==> config.mk <==
export PLATFORM = sky130hd
export DESIGN_NAME = lcd_mode_and_line_timer
export DESIGN_NICKNAME = d
export VERILOG_FILES = /design/src/rtl/core/lcdt_pkg.sv /design/src/rtl/core/lcd_mode_and_line_timer.sv /design/src/rtl/core/lcdt_regbank.sv /design/src/rtl/core/lcdt_timing.sv
export SDC_FILE = /design/constraint.sdc
export NUM_CORES = 1
export LEC_CHECK = 0
export ABC_AREA = 1
export BUFFER_PORTS_ARGS = -buffer_cell sky130_fd_sc_hd__buf_2
export CAP_MARGIN = 0
export CORE_MARGIN = 4
export CORE_UTILIZATION = 61
export CTS_CLUSTER_DIAMETER = 30
export CTS_CLUSTER_SIZE = 25
export DETAILED_ROUTE_END_ITERATION = 10
export GPL_TIMING_DRIVEN = 0
export PLACE_DENSITY_LB_ADDON = 0.12
export SYNTH_ARGS = -nofsm -noshare
export SYNTH_HDL_FRONTEND = slang
export SYNTH_HIERARCHICAL = 1
export SYNTH_SLANG_ARGS = --single-unit
==> constraint.sdc <==
create_clock -name aclk -period 4 [get_ports aclk]
set_input_delay 0.8 -clock aclk [delete_from_list [all_inputs] [get_ports aclk]]
set_output_delay 0.8 -clock aclk [all_outputs]
set_load 0.03 [all_outputs]
==> src/rtl/core/lcdt_pkg.sv <==
// lcdt_pkg: shared types, constants and address decode for the lcd mode and line timer
// depends on nothing; imported by every module of the block
package lcdt_pkg;

    localparam int DOT_W        = 10;
    localparam int LINE_W       = 8;
    localparam int DATA_W       = 8;
    localparam int ADDR_W       = 16;
    localparam int TICK_W       = 8;

    localparam int DEF_LINE_DOTS     = 456;
    localparam int DEF_VISIBLE_LINES = 144;
    localparam int DEF_LAST_LINE     = 153;

    localparam logic [DOT_W-1:0] OAM_END  = DOT_W'(80);
    localparam logic [DOT_W-1:0] XFER_END = DOT_W'(252);

    // status register bits
    localparam int STAT_MATCH_BIT   = 2;
    localparam int STAT_HBL_EN_BIT  = 3;
    localparam int STAT_VBL_EN_BIT  = 4;
    localparam int STAT_OAM_EN_BIT  = 5;
    localparam int STAT_LYC_EN_BIT  = 6;
    localparam int STAT_WR_LSB      = 3;

    localparam logic [DATA_W-1:0] READ_UNMAPPED = 8'hFF;

    typedef enum logic [1:0] {
        CMD_TICK  = 2'd0,
        CMD_READ  = 2'd1,
        CMD_WRITE = 2'd2
    } cmd_t;

    typedef enum logic [1:0] {
        MODE_HBLANK = 2'd0,
        MODE_VBLANK = 2'd1,
        MODE_OAM    = 2'd2,
        MODE_XFER   = 2'd3
    } mode_t;

    typedef enum logic [3:0] {
        REG_LCDC,
        REG_STAT,
        REG_SCY,
        REG_SCX,
        REG_LY,
        REG_LYC,
        REG_BGP,
        REG_OBP0,
        REG_OBP1,
        REG_WY,
        REG_WX,
        REG_NONE
    } reg_sel_t;

    localparam logic [ADDR_W-1:0] ADDR_LCDC = 16'hFF40;
    localparam logic [ADDR_W-1:0] ADDR_STAT = 16'hFF41;
    localparam logic [ADDR_W-1:0] ADDR_SCY  = 16'hFF42;
    localparam logic [ADDR_W-1:0] ADDR_SCX  = 16'hFF43;
    localparam logic [ADDR_W-1:0] ADDR_LY   = 16'hFF44;
    localparam logic [ADDR_W-1:0] ADDR_LYC  = 16'hFF45;
    localparam logic [ADDR_W-1:0] ADDR_BGP  = 16'hFF47;
    localparam logic [ADDR_W-1:0] ADDR_OBP0 = 16'hFF48;
    localparam logic [ADDR_W-1:0] ADDR_OBP1 = 16'hFF49;
    localparam logic [ADDR_W-1:0] ADDR_WY   = 16'hFF4A;
    localparam logic [ADDR_W-1:0] ADDR_WX   = 16'hFF4B;

    // control from the top level to the timing unit
    typedef struct packed {
        logic              tick;
        logic              stat_wr;
        logic [TICK_W-1:0] dots;
        logic [DATA_W-1:0] wdata;
    } lcdt_tim_ctrl_t;

    // values after the item, as shown on the result channel
    typedef struct packed {
        logic [1:0]        mode;
        logic [LINE_W-1:0] line;
        logic              frame;
        logic              vblank_irq;
        logic              stat_irq;
        logic              line_render;
    } lcdt_tim_res_t;

    function automatic reg_sel_t reg_decode(input logic [ADDR_W-1:0] addr);
        reg_sel_t sel;
        sel = REG_NONE;
        unique case (addr)
            ADDR_LCDC: sel = REG_LCDC;
            ADDR_STAT: sel = REG_STAT;
            ADDR_SCY:  sel = REG_SCY;
            ADDR_SCX:  sel = REG_SCX;
            ADDR_LY:   sel = REG_LY;
            ADDR_LYC:  sel = REG_LYC;
            ADDR_BGP:  sel = REG_BGP;
            ADDR_OBP0: sel = REG_OBP0;
            ADDR_OBP1: sel = REG_OBP1;
            ADDR_WY:   sel = REG_WY;
            ADDR_WX:   sel = REG_WX;
            default:   sel = REG_NONE;
        endcase
        return sel;
    endfunction

endpackage

==> src/rtl/core/lcd_mode_and_line_timer.sv <==
// lcd_mode_and_line_timer: display mode and scanline timer with its lcd register file
// an accepted item sits in the input register and loads into the result register, where it is shown,
// once the result slot is free
// throughput: one item per cycle, set by the single-pass update; a stalled result holds the item
// in the input register and s_ready falls once both registers are full
// reset: aresetn synchronous active low; clears timing state, the lcd register file and both valid flags
// depends on lcdt_pkg, lcdt_regbank, lcdt_timing
module lcd_mode_and_line_timer
    import lcdt_pkg::*;
#(
    parameter int LINE_DOTS     = DEF_LINE_DOTS,
    parameter int VISIBLE_LINES = DEF_VISIBLE_LINES,
    parameter int LAST_LINE     = DEF_LAST_LINE
) (
    input  logic              aclk,
    input  logic              aresetn,
    // item channel
    input  logic              s_valid,
    output logic              s_ready,
    input  logic [1:0]        s_command,
    input  logic [TICK_W-1:0] s_tick_dots,
    input  logic [ADDR_W-1:0] s_reg_address,
    input  logic [DATA_W-1:0] s_write_data,
    // result channel
    output logic              m_valid,
    input  logic              m_ready,
    output logic [DATA_W-1:0] m_read_data,
    output logic [1:0]        m_mode,
    output logic [LINE_W-1:0] m_current_line,
    output logic              m_vblank_irq,
    output logic              m_stat_irq,
    output logic              m_frame_ready,
    output logic              m_line_render
);

    // input register
    logic              in_valid_reg;
    logic [1:0]        cmd_reg;
    logic [TICK_W-1:0] dots_reg;
    logic [ADDR_W-1:0] addr_reg;
    logic [DATA_W-1:0] wdata_reg;

    // result register
    logic              out_valid_reg;
    logic [DATA_W-1:0] rdata_reg;
    lcdt_tim_res_t     res_reg;

    logic              out_free;
    logic              advance;
    reg_sel_t          sel;
    lcdt_tim_ctrl_t    tim_ctrl;
    lcdt_tim_res_t     tim_res;
    logic [DATA_W-1:0] status;
    logic [LINE_W-1:0] line;
    logic [LINE_W-1:0] lyc;
    logic [DATA_W-1:0] bank_rd;
    logic              is_read;
    logic              is_write;

    // result slot is free when empty or being drained this cycle
    assign out_free = !out_valid_reg || m_ready;
    // the held item moves to the result register, committing its state update
    assign advance  = in_valid_reg && out_free;
    // input register takes a new item whenever it is empty or empties this cycle
    assign s_ready  = !in_valid_reg || advance;

    always_ff @(posedge aclk) begin
        if (!aresetn) begin
            in_valid_reg <= 1'b0;
        end else if (s_ready) begin
            in_valid_reg <= s_valid;
        end
    end

    always_ff @(posedge aclk) begin
        if (s_valid && s_ready) begin
            cmd_reg   <= s_command;
            dots_reg  <= s_tick_dots;
            addr_reg  <= s_reg_address;
            wdata_reg <= s_write_data;
        end
    end

    // command decode; the unused code does nothing and yields zero pulses and read data
    assign is_read  = (cmd_reg == CMD_READ);
    assign is_write = (cmd_reg == CMD_WRITE);
    assign sel      = reg_decode(addr_reg);

    always_comb begin
        tim_ctrl.tick    = (cmd_reg == CMD_TICK);
        tim_ctrl.stat_wr = is_write && (sel == REG_STAT);
        tim_ctrl.dots    = dots_reg;
        tim_ctrl.wdata   = wdata_reg;
    end

    lcdt_timing #(
        .LINE_DOTS     (LINE_DOTS),
        .VISIBLE_LINES (VISIBLE_LINES),
        .LAST_LINE     (LAST_LINE)
    ) u_timing (
        .aclk    (aclk),
        .aresetn (aresetn),
        .commit  (advance),
        .ctrl    (tim_ctrl),
        .lyc     (lyc),
        .status  (status),
        .line    (line),
        .res     (tim_res)
    );

    // line register writes fall through as no-ops in the bank; status writes go to the timer
    lcdt_regbank u_regbank (
        .aclk    (aclk),
        .aresetn (aresetn),
        .wr_en   (advance && is_write),
        .sel     (sel),
        .wdata   (wdata_reg),
        .status  (status),
        .line    (line),
        .lyc     (lyc),
        .rd_data (bank_rd)
    );

    always_ff @(posedge aclk) begin
        if (!aresetn) begin
            out_valid_reg <= 1'b0;
        end else if (out_free) begin
            out_valid_reg <= in_valid_reg;
        end
    end

    always_ff @(posedge aclk) begin
        if (advance) begin
            rdata_reg <= is_read ? bank_rd : '0;
            res_reg   <= tim_res;
        end
    end

    assign m_valid        = out_valid_reg;
    assign m_read_data    = rdata_reg;
    assign m_mode         = res_reg.mode;
    assign m_current_line = res_reg.line;
    assign m_vblank_irq   = res_reg.vblank_irq;
    assign m_stat_irq     = res_reg.stat_irq;
    assign m_frame_ready  = res_reg.frame;
    assign m_line_render  = res_reg.line_render;

endmodule

==> src/rtl/core/lcdt_regbank.sv <==
// lcdt_regbank: lcd control, scroll, compare, palette and window registers plus the read mux
// depends on lcdt_pkg
module lcdt_regbank
    import lcdt_pkg::*;
(
    input  logic              aclk,
    input  logic              aresetn,
    input  logic              wr_en,
    input  reg_sel_t          sel,
    input  logic [DATA_W-1:0] wdata,
    input  logic [DATA_W-1:0] status,
    input  logic [LINE_W-1:0] line,
    output logic [LINE_W-1:0] lyc,
    output logic [DATA_W-1:0] rd_data
);

    logic [DATA_W-1:0] lcdc_reg, scy_reg, scx_reg, lyc_reg;
    logic [DATA_W-1:0] bgp_reg, obp0_reg, obp1_reg, wy_reg, wx_reg;

    always_ff @(posedge aclk) begin
        if (!aresetn) begin
            lcdc_reg <= '0;
            scy_reg  <= '0;
            scx_reg  <= '0;
            lyc_reg  <= '0;
            bgp_reg  <= '0;
            obp0_reg <= '0;
            obp1_reg <= '0;
            wy_reg   <= '0;
            wx_reg   <= '0;
        end else if (wr_en) begin
            unique case (sel)
                REG_LCDC: lcdc_reg <= wdata;
                REG_SCY:  scy_reg  <= wdata;
                REG_SCX:  scx_reg  <= wdata;
                REG_LYC:  lyc_reg  <= wdata;
                REG_BGP:  bgp_reg  <= wdata;
                REG_OBP0: obp0_reg <= wdata;
                REG_OBP1: obp1_reg <= wdata;
                REG_WY:   wy_reg   <= wdata;
                REG_WX:   wx_reg   <= wdata;
                default: ;
            endcase
        end
    end

    assign lyc = lyc_reg;

    always_comb begin
        unique case (sel)
            REG_LCDC: rd_data = lcdc_reg;
            REG_STAT: rd_data = status;
            REG_SCY:  rd_data = scy_reg;
            REG_SCX:  rd_data = scx_reg;
            REG_LY:   rd_data = line;
            REG_LYC:  rd_data = lyc_reg;
            REG_BGP:  rd_data = bgp_reg;
            REG_OBP0: rd_data = obp0_reg;
            REG_OBP1: rd_data = obp1_reg;
            REG_WY:   rd_data = wy_reg;
            REG_WX:   rd_data = wx_reg;
            default:  rd_data = READ_UNMAPPED;
        endcase
    end

endmodule

==> src/rtl/core/lcdt_timing.sv <==
// lcdt_timing: dot counter, scanline counter, status register, frame flag and irq pulses
// depends on lcdt_pkg
module lcdt_timing
    import lcdt_pkg::*;
#(
    parameter int LINE_DOTS     = DEF_LINE_DOTS,
    parameter int VISIBLE_LINES = DEF_VISIBLE_LINES,
    parameter int LAST_LINE     = DEF_LAST_LINE
) (
    input  logic              aclk,
    input  logic              aresetn,
    input  logic              commit,
    input  lcdt_tim_ctrl_t    ctrl,
    input  logic [LINE_W-1:0] lyc,
    output logic [DATA_W-1:0] status,
    output logic [LINE_W-1:0] line,
    output lcdt_tim_res_t     res
);

    localparam logic [DOT_W-1:0]  LINE_DOTS_C = DOT_W'(LINE_DOTS);
    localparam logic [LINE_W-1:0] VISIBLE_C   = LINE_W'(VISIBLE_LINES);
    localparam logic [LINE_W:0]   LAST_C      = (LINE_W + 1)'(LAST_LINE);

    logic [DOT_W-1:0]  dot_reg, dot_next;
    logic [LINE_W-1:0] line_reg, line_next;
    logic [DATA_W-1:0] status_reg, status_next;
    logic              frame_reg, frame_next;

    logic [DOT_W-1:0]  dot_sum;
    logic [LINE_W:0]   line_inc, line_adv;
    logic              vb, st, rend;

    always_comb begin
        dot_sum     = dot_reg + DOT_W'(ctrl.dots);
        line_inc    = {1'b0, line_reg} + 1'b1;
        dot_next    = dot_reg;
        line_adv    = {1'b0, line_reg};
        line_next   = line_reg;
        status_next = status_reg;
        frame_next  = frame_reg;
        vb          = 1'b0;
        st          = 1'b0;
        rend        = 1'b0;
        if (ctrl.tick) begin
            // mode from dot position on visible lines
            if (line_reg < VISIBLE_C) begin
                if (dot_sum < OAM_END) begin
                    if (status_reg[1:0] != MODE_OAM) begin
                        status_next[1:0] = MODE_OAM;
                        st = status_reg[STAT_OAM_EN_BIT];
                    end
                end else if (dot_sum < XFER_END) begin
                    status_next[1:0] = MODE_XFER;
                end else if (dot_sum < LINE_DOTS_C) begin
                    if (status_reg[1:0] != MODE_HBLANK) begin
                        status_next[1:0] = MODE_HBLANK;
                        st   = status_reg[STAT_HBL_EN_BIT];
                        rend = (dot_reg < XFER_END);
                    end
                end
            end else if (status_reg[1:0] != MODE_VBLANK) begin
                status_next[1:0] = MODE_VBLANK;
                vb         = 1'b1;
                st         = status_reg[STAT_VBL_EN_BIT];
                frame_next = 1'b1;
            end
            // line end: one advance per tick at most
            if (dot_sum >= LINE_DOTS_C) begin
                dot_next = dot_sum - LINE_DOTS_C;
                line_adv = line_inc;
                if (line_inc == {1'b0, lyc}) begin
                    status_next[STAT_MATCH_BIT] = 1'b1;
                    if (status_reg[STAT_LYC_EN_BIT]) begin
                        st = 1'b1;
                    end
                end else begin
                    status_next[STAT_MATCH_BIT] = 1'b0;
                end
            end else begin
                dot_next = dot_sum;
            end
            if (line_adv > LAST_C) begin
                line_next  = '0;
                frame_next = 1'b0;
            end else begin
                line_next = line_adv[LINE_W-1:0];
            end
        end else if (ctrl.stat_wr) begin
            status_next = {ctrl.wdata[DATA_W-1:STAT_WR_LSB], status_reg[STAT_WR_LSB-1:0]};
        end
    end

    always_ff @(posedge aclk) begin
        if (!aresetn) begin
            dot_reg    <= '0;
            line_reg   <= '0;
            status_reg <= '0;
            frame_reg  <= 1'b0;
        end else if (commit) begin
            dot_reg    <= dot_next;
            line_reg   <= line_next;
            status_reg <= status_next;
            frame_reg  <= frame_next;
        end
    end

    assign status = status_reg;
    assign line   = line_reg;

    always_comb begin
        res.mode        = status_next[1:0];
        res.line        = line_next;
        res.frame       = frame_next;
        res.vblank_irq  = vb;
        res.stat_irq    = st;
        res.line_render = rend;
    end

endmodule

==> impl_metrics.tcl <==
set metrics [dict create \
    run_status "completed" \
    final_core_util_pct 70.59 \
    first_pass_grt_wire_length_um 36070 \
    netlist_instances 1098 \
    synth-simple-area-share_pct 31.43 \
    transition_at_the_pin_with_the_smallest_max_transition_slack_ns 1.248 \
    cts-htree-levels 4 \
    crit_required_ns 4.18 \
    port_buffers 61 \
    crit_arrival_ns 3.58 \
    drt_pre_antenna_iters 5 \
    die_x_um 124.3 \
    drc 0 \
    cts.root.buffer_cell "sky130_fd_sc_hd__clkbuf_16" \
    worstReg2RegEnd "m_frame_ready" \
    worstHoldStart "u_regbank/scx_reg[3]" \
    yosys.area.top_type_share_pct 24.52 \
    number_of_pins_exceeding_their_max_slew_limit_in_the_final_report 0 \
    max-cap-violations 0 \
    cts_tree "yes" \
    synthMuxAreaShare_pct 0 \
    synth_adder_area_share_pct 1.912 \
    clock.fmax_mhz 293.9 \
    finalHoldViolCount 0 \
    insertion_delay_ns 0.42 \
    layout_min_cycle_time_ns 3.403 \
    holdCritPathClass "flip-flop to flip-flop" \
    rr_startpoint "dots_reg[0]" \
    final.period_utilization_pct 85.07 \
    syn_nets 1148 \
    synth-edff-count 56 \
    synth-xor-area-share_pct 1.912 \
    async_flop_share_pct 0 \
    fillers 1141 \
    routed_via_density 5.572 \
    synth_cell_area_sq_um 8245 \
    dp_hpwl_um 16260 \
    floorplan.core_area_sq_um 13240 \
    postSynth.topFlopCell "sky130_fd_sc_hd__dfxtp_1" \
    worst_setup_path_startpoint "dots_reg[0]" \
    path_class "flip-flop to flip-flop" \
    setup_clock_skew_after_layout_ns 0.005785 \
    drtIter0Drc 882 \
    detailroute.via_count 7623 \
    num_rows 42 \
    antenna_violations_before_repair 0 \
    area_of_the_die_sq_um 15440 \
    num-nets-final 1229 \
    grt.total_usage_pct 29.07 \
    synth-compound-area-share_pct 11.00 \
    clockBufferDepth 2 \
    drt-wirelength-per-cell_um 16.40 \
    cts.clk_slew.worst_paths_ns 0.06 \
    layout.cells.most_common "sky130_fd_sc_hd__nand2_1" \
    synth_top_area_cell "sky130_fd_sc_hd__dfxtp_1" \
    placed_cells 1336 \
    ports 62 \
    power-per-cell-area_nw_per_um2 377.2 \
    mostFrequentLayoutCells "sky130_fd_sc_hd__nand2_1, sky130_fd_sc_hd__nand3_1, sky130_fd_sc_hd__inv_1" \
    timing.critical_path.fanout_max 7 \
    synth-seq-cells 157 \
    detail-route-antenna-nets 0 \
    pleak_nw 4.022 \
    post_synth.cell_area_avg_sq_um 7.509 \
    starting_density_of_the_core_pct 62.26 \
    setup_viol_count_final 0 \
    postCtsHoldBufs 0 \
    final_global_route_overflow_total 0 \
    gpl.final_weighted_congestion 1.001 \
    detail_route.wirelength_um 22440 \
    post_layout_nonfiller_instances 1368 \
    netlist-cell-type-count 43 \
    dominant_combinational_cell_family_by_area_after_synthesis "simple AND/OR/NAND/NOR gates" \
    fin_setup_tns_ns 0 \
    post_cts.resized_instances 0 \
    vdd_ir_drop_max_mv 0.2915 \
    antenna_cell_count 0 \
    endpoint "m_frame_ready" \
    crit_path_start_kind "flip-flop" \
    dieHeight_um 124.3 \
    unrepaired_setup_endpoints_after_global_routing "no" \
    numCtsBuffers 17 \
    ys_top_cells_by_area "sky130_fd_sc_hd__dfxtp_1, sky130_fd_sc_hd__edfxtp_1, sky130_fd_sc_hd__nand2_1" \
    grt_start_max_net_pins 35 \
    post_cts_buffers 0 \
    end_kind "flip-flop" \
    first_global_vias 7177 \
    largest_register_ffs 16 \
    clkSinkCount 157 \
    drive_gt1_share_pct 14.68 \
    synth_warn 6 \
    seq_area_frac_synth_pct 44.92 \
    worst_slew_margin_rel_pct 16.68 \
    layout-area-overhead-vs-synth_pct 13.37 \
    r2r_setup_slack_ns 0.60 \
    r2r_cells 22 \
]
==> worst min path at each step <==
stage                                       end  slack [ns]  cells after the start
final                      u_regbank/scx_reg[3]        0.44                      2
after global routing       u_regbank/scx_reg[3]        0.47                      2
after CTS                  u_regbank/scx_reg[3]        0.45                      2
after detailed placement   u_regbank/scx_reg[3]        0.44                      2
after global placement    u_regbank/lcdc_reg[7]        0.43                      2
after floorplan            u_regbank/scx_reg[0]        0.42                      2
==> logic make-up (layout without fill, tap and decap cells) <==
logic type,after synthesis,after routing
XOR/XNOR,18,18
adder cells (fa/ha/maj),12,12
flip-flops,157,157
AND/OR/NAND/NOR,570,570
AO/OA/AOI/OAI,168,168
buffers and inverters,173,267
==> report_power, final <==
group          switching [W]  internal, W  total [W]  leakage (nW)
clock               0.000634     0.000884    0.00152         0.277
sequential         0.0000217      0.00170    0.00172          1.36
combinational       0.000199    0.0000884   0.000288          2.38
total               0.000855      0.00267    0.00353          4.02
==> critical path: stages (launching register included) <==
cell and delay (ns):
sky130_fd_sc_hd__edfxtp_1 0.38, sky130_fd_sc_hd__ha_1 0.25, sky130_fd_sc_hd__fa_1 0.44, sky130_fd_sc_hd__nand3_1 0.10
sky130_fd_sc_hd__nand3_1 0.09, sky130_fd_sc_hd__nand2_2 0.13, sky130_fd_sc_hd__ha_1 0.16, sky130_fd_sc_hd__nand2_1 0.05
sky130_fd_sc_hd__nor2_1 0.10, sky130_fd_sc_hd__nand3_1 0.09, sky130_fd_sc_hd__nor2_1 0.19, sky130_fd_sc_hd__nand2_4 0.12
sky130_fd_sc_hd__nand3_4 0.13, sky130_fd_sc_hd__nand2_1 0.07, sky130_fd_sc_hd__nand2_1 0.09, sky130_fd_sc_hd__nand2_1 0.10
sky130_fd_sc_hd__nor2_1 0.14, sky130_fd_sc_hd__nand2_2 0.12, sky130_fd_sc_hd__nand2_4 0.10, sky130_fd_sc_hd__nand2_4 0.08
sky130_fd_sc_hd__nand2_2 0.08, sky130_fd_sc_hd__inv_1 0.04, sky130_fd_sc_hd__buf_4 0.11
==> stage by stage <==
stage	worst slack [ns]	area (sq um)	total power [W]	hold WS (ns)
6_report	0.5971	9348	0.003526	0.4447
5_1_grt	0.3533	9348	0.003642	0.4653
4_1_cts	0.6021	9348	0.003537	0.4457
3_5_place_dp	0.6511	8788	0.002037	0.4362
3_3_place_gp	0.1103	8771	0.002028	0.4317
2_1_floorplan	0.9623	8245	0.001945	0.4233
==> cells in the mapped netlist, types with 2 or more instances <==
master	number
sky130_fd_sc_hd__buf_1	3
sky130_fd_sc_hd__buf_4	6
sky130_fd_sc_hd__edfxtp_1	56
sky130_fd_sc_hd__nand3_4	2
sky130_fd_sc_hd__clkbuf_8	2
sky130_fd_sc_hd__nand2_4	6
sky130_fd_sc_hd__nor2_2	12
sky130_fd_sc_hd__nand2_1	236
sky130_fd_sc_hd__a31oi_1	2
sky130_fd_sc_hd__xnor2_1	5
sky130_fd_sc_hd__o2111ai_1	2
sky130_fd_sc_hd__nand2_2	13
sky130_fd_sc_hd__inv_2	5
sky130_fd_sc_hd__buf_6	2
sky130_fd_sc_hd__buf_2	17
sky130_fd_sc_hd__a21oi_1	93
sky130_fd_sc_hd__clkbuf_1	23
sky130_fd_sc_hd__nand3_1	161
sky130_fd_sc_hd__nand3_2	8
sky130_fd_sc_hd__nor2_1	108
sky130_fd_sc_hd__inv_1	113
sky130_fd_sc_hd__o21ai_1	4
sky130_fd_sc_hd__a21oi_2	7
sky130_fd_sc_hd__clkinv_1	2
sky130_fd_sc_hd__ha_1	11
sky130_fd_sc_hd__nor3_1	3
sky130_fd_sc_hd__xor2_1	13
sky130_fd_sc_hd__dfxtp_1	101
sky130_fd_sc_hd__nand4_1	16
sky130_fd_sc_hd__o21ai_0	53
==> final cells by class <==
type / instances / area [sq um] / area share [%]
multi-input combinational: 768 / 3816 / 40.82
sequential: 157 / 3704 / 39.62
clock buffer: 25 / 506.7 / 5.421
inverter: 120 / 450.4 / 4.819
timing repair buffer: 62 / 320.3 / 3.427
buffer: 53 / 277.8 / 2.971
tap: 176 / 220.2 / 2.356
clock inverter: 7 / 52.55 / 0.5622
==> per-layer routing <==
layer | track usage [%] | part of all wire, %
met3 | 4.931 | 5.8
met4 | 12.25 | 3.7
met2 | 48.95 | 48
met5 | 0 | 0
met1 | 37.03 | 42
(Power assumes the default switching activity.)
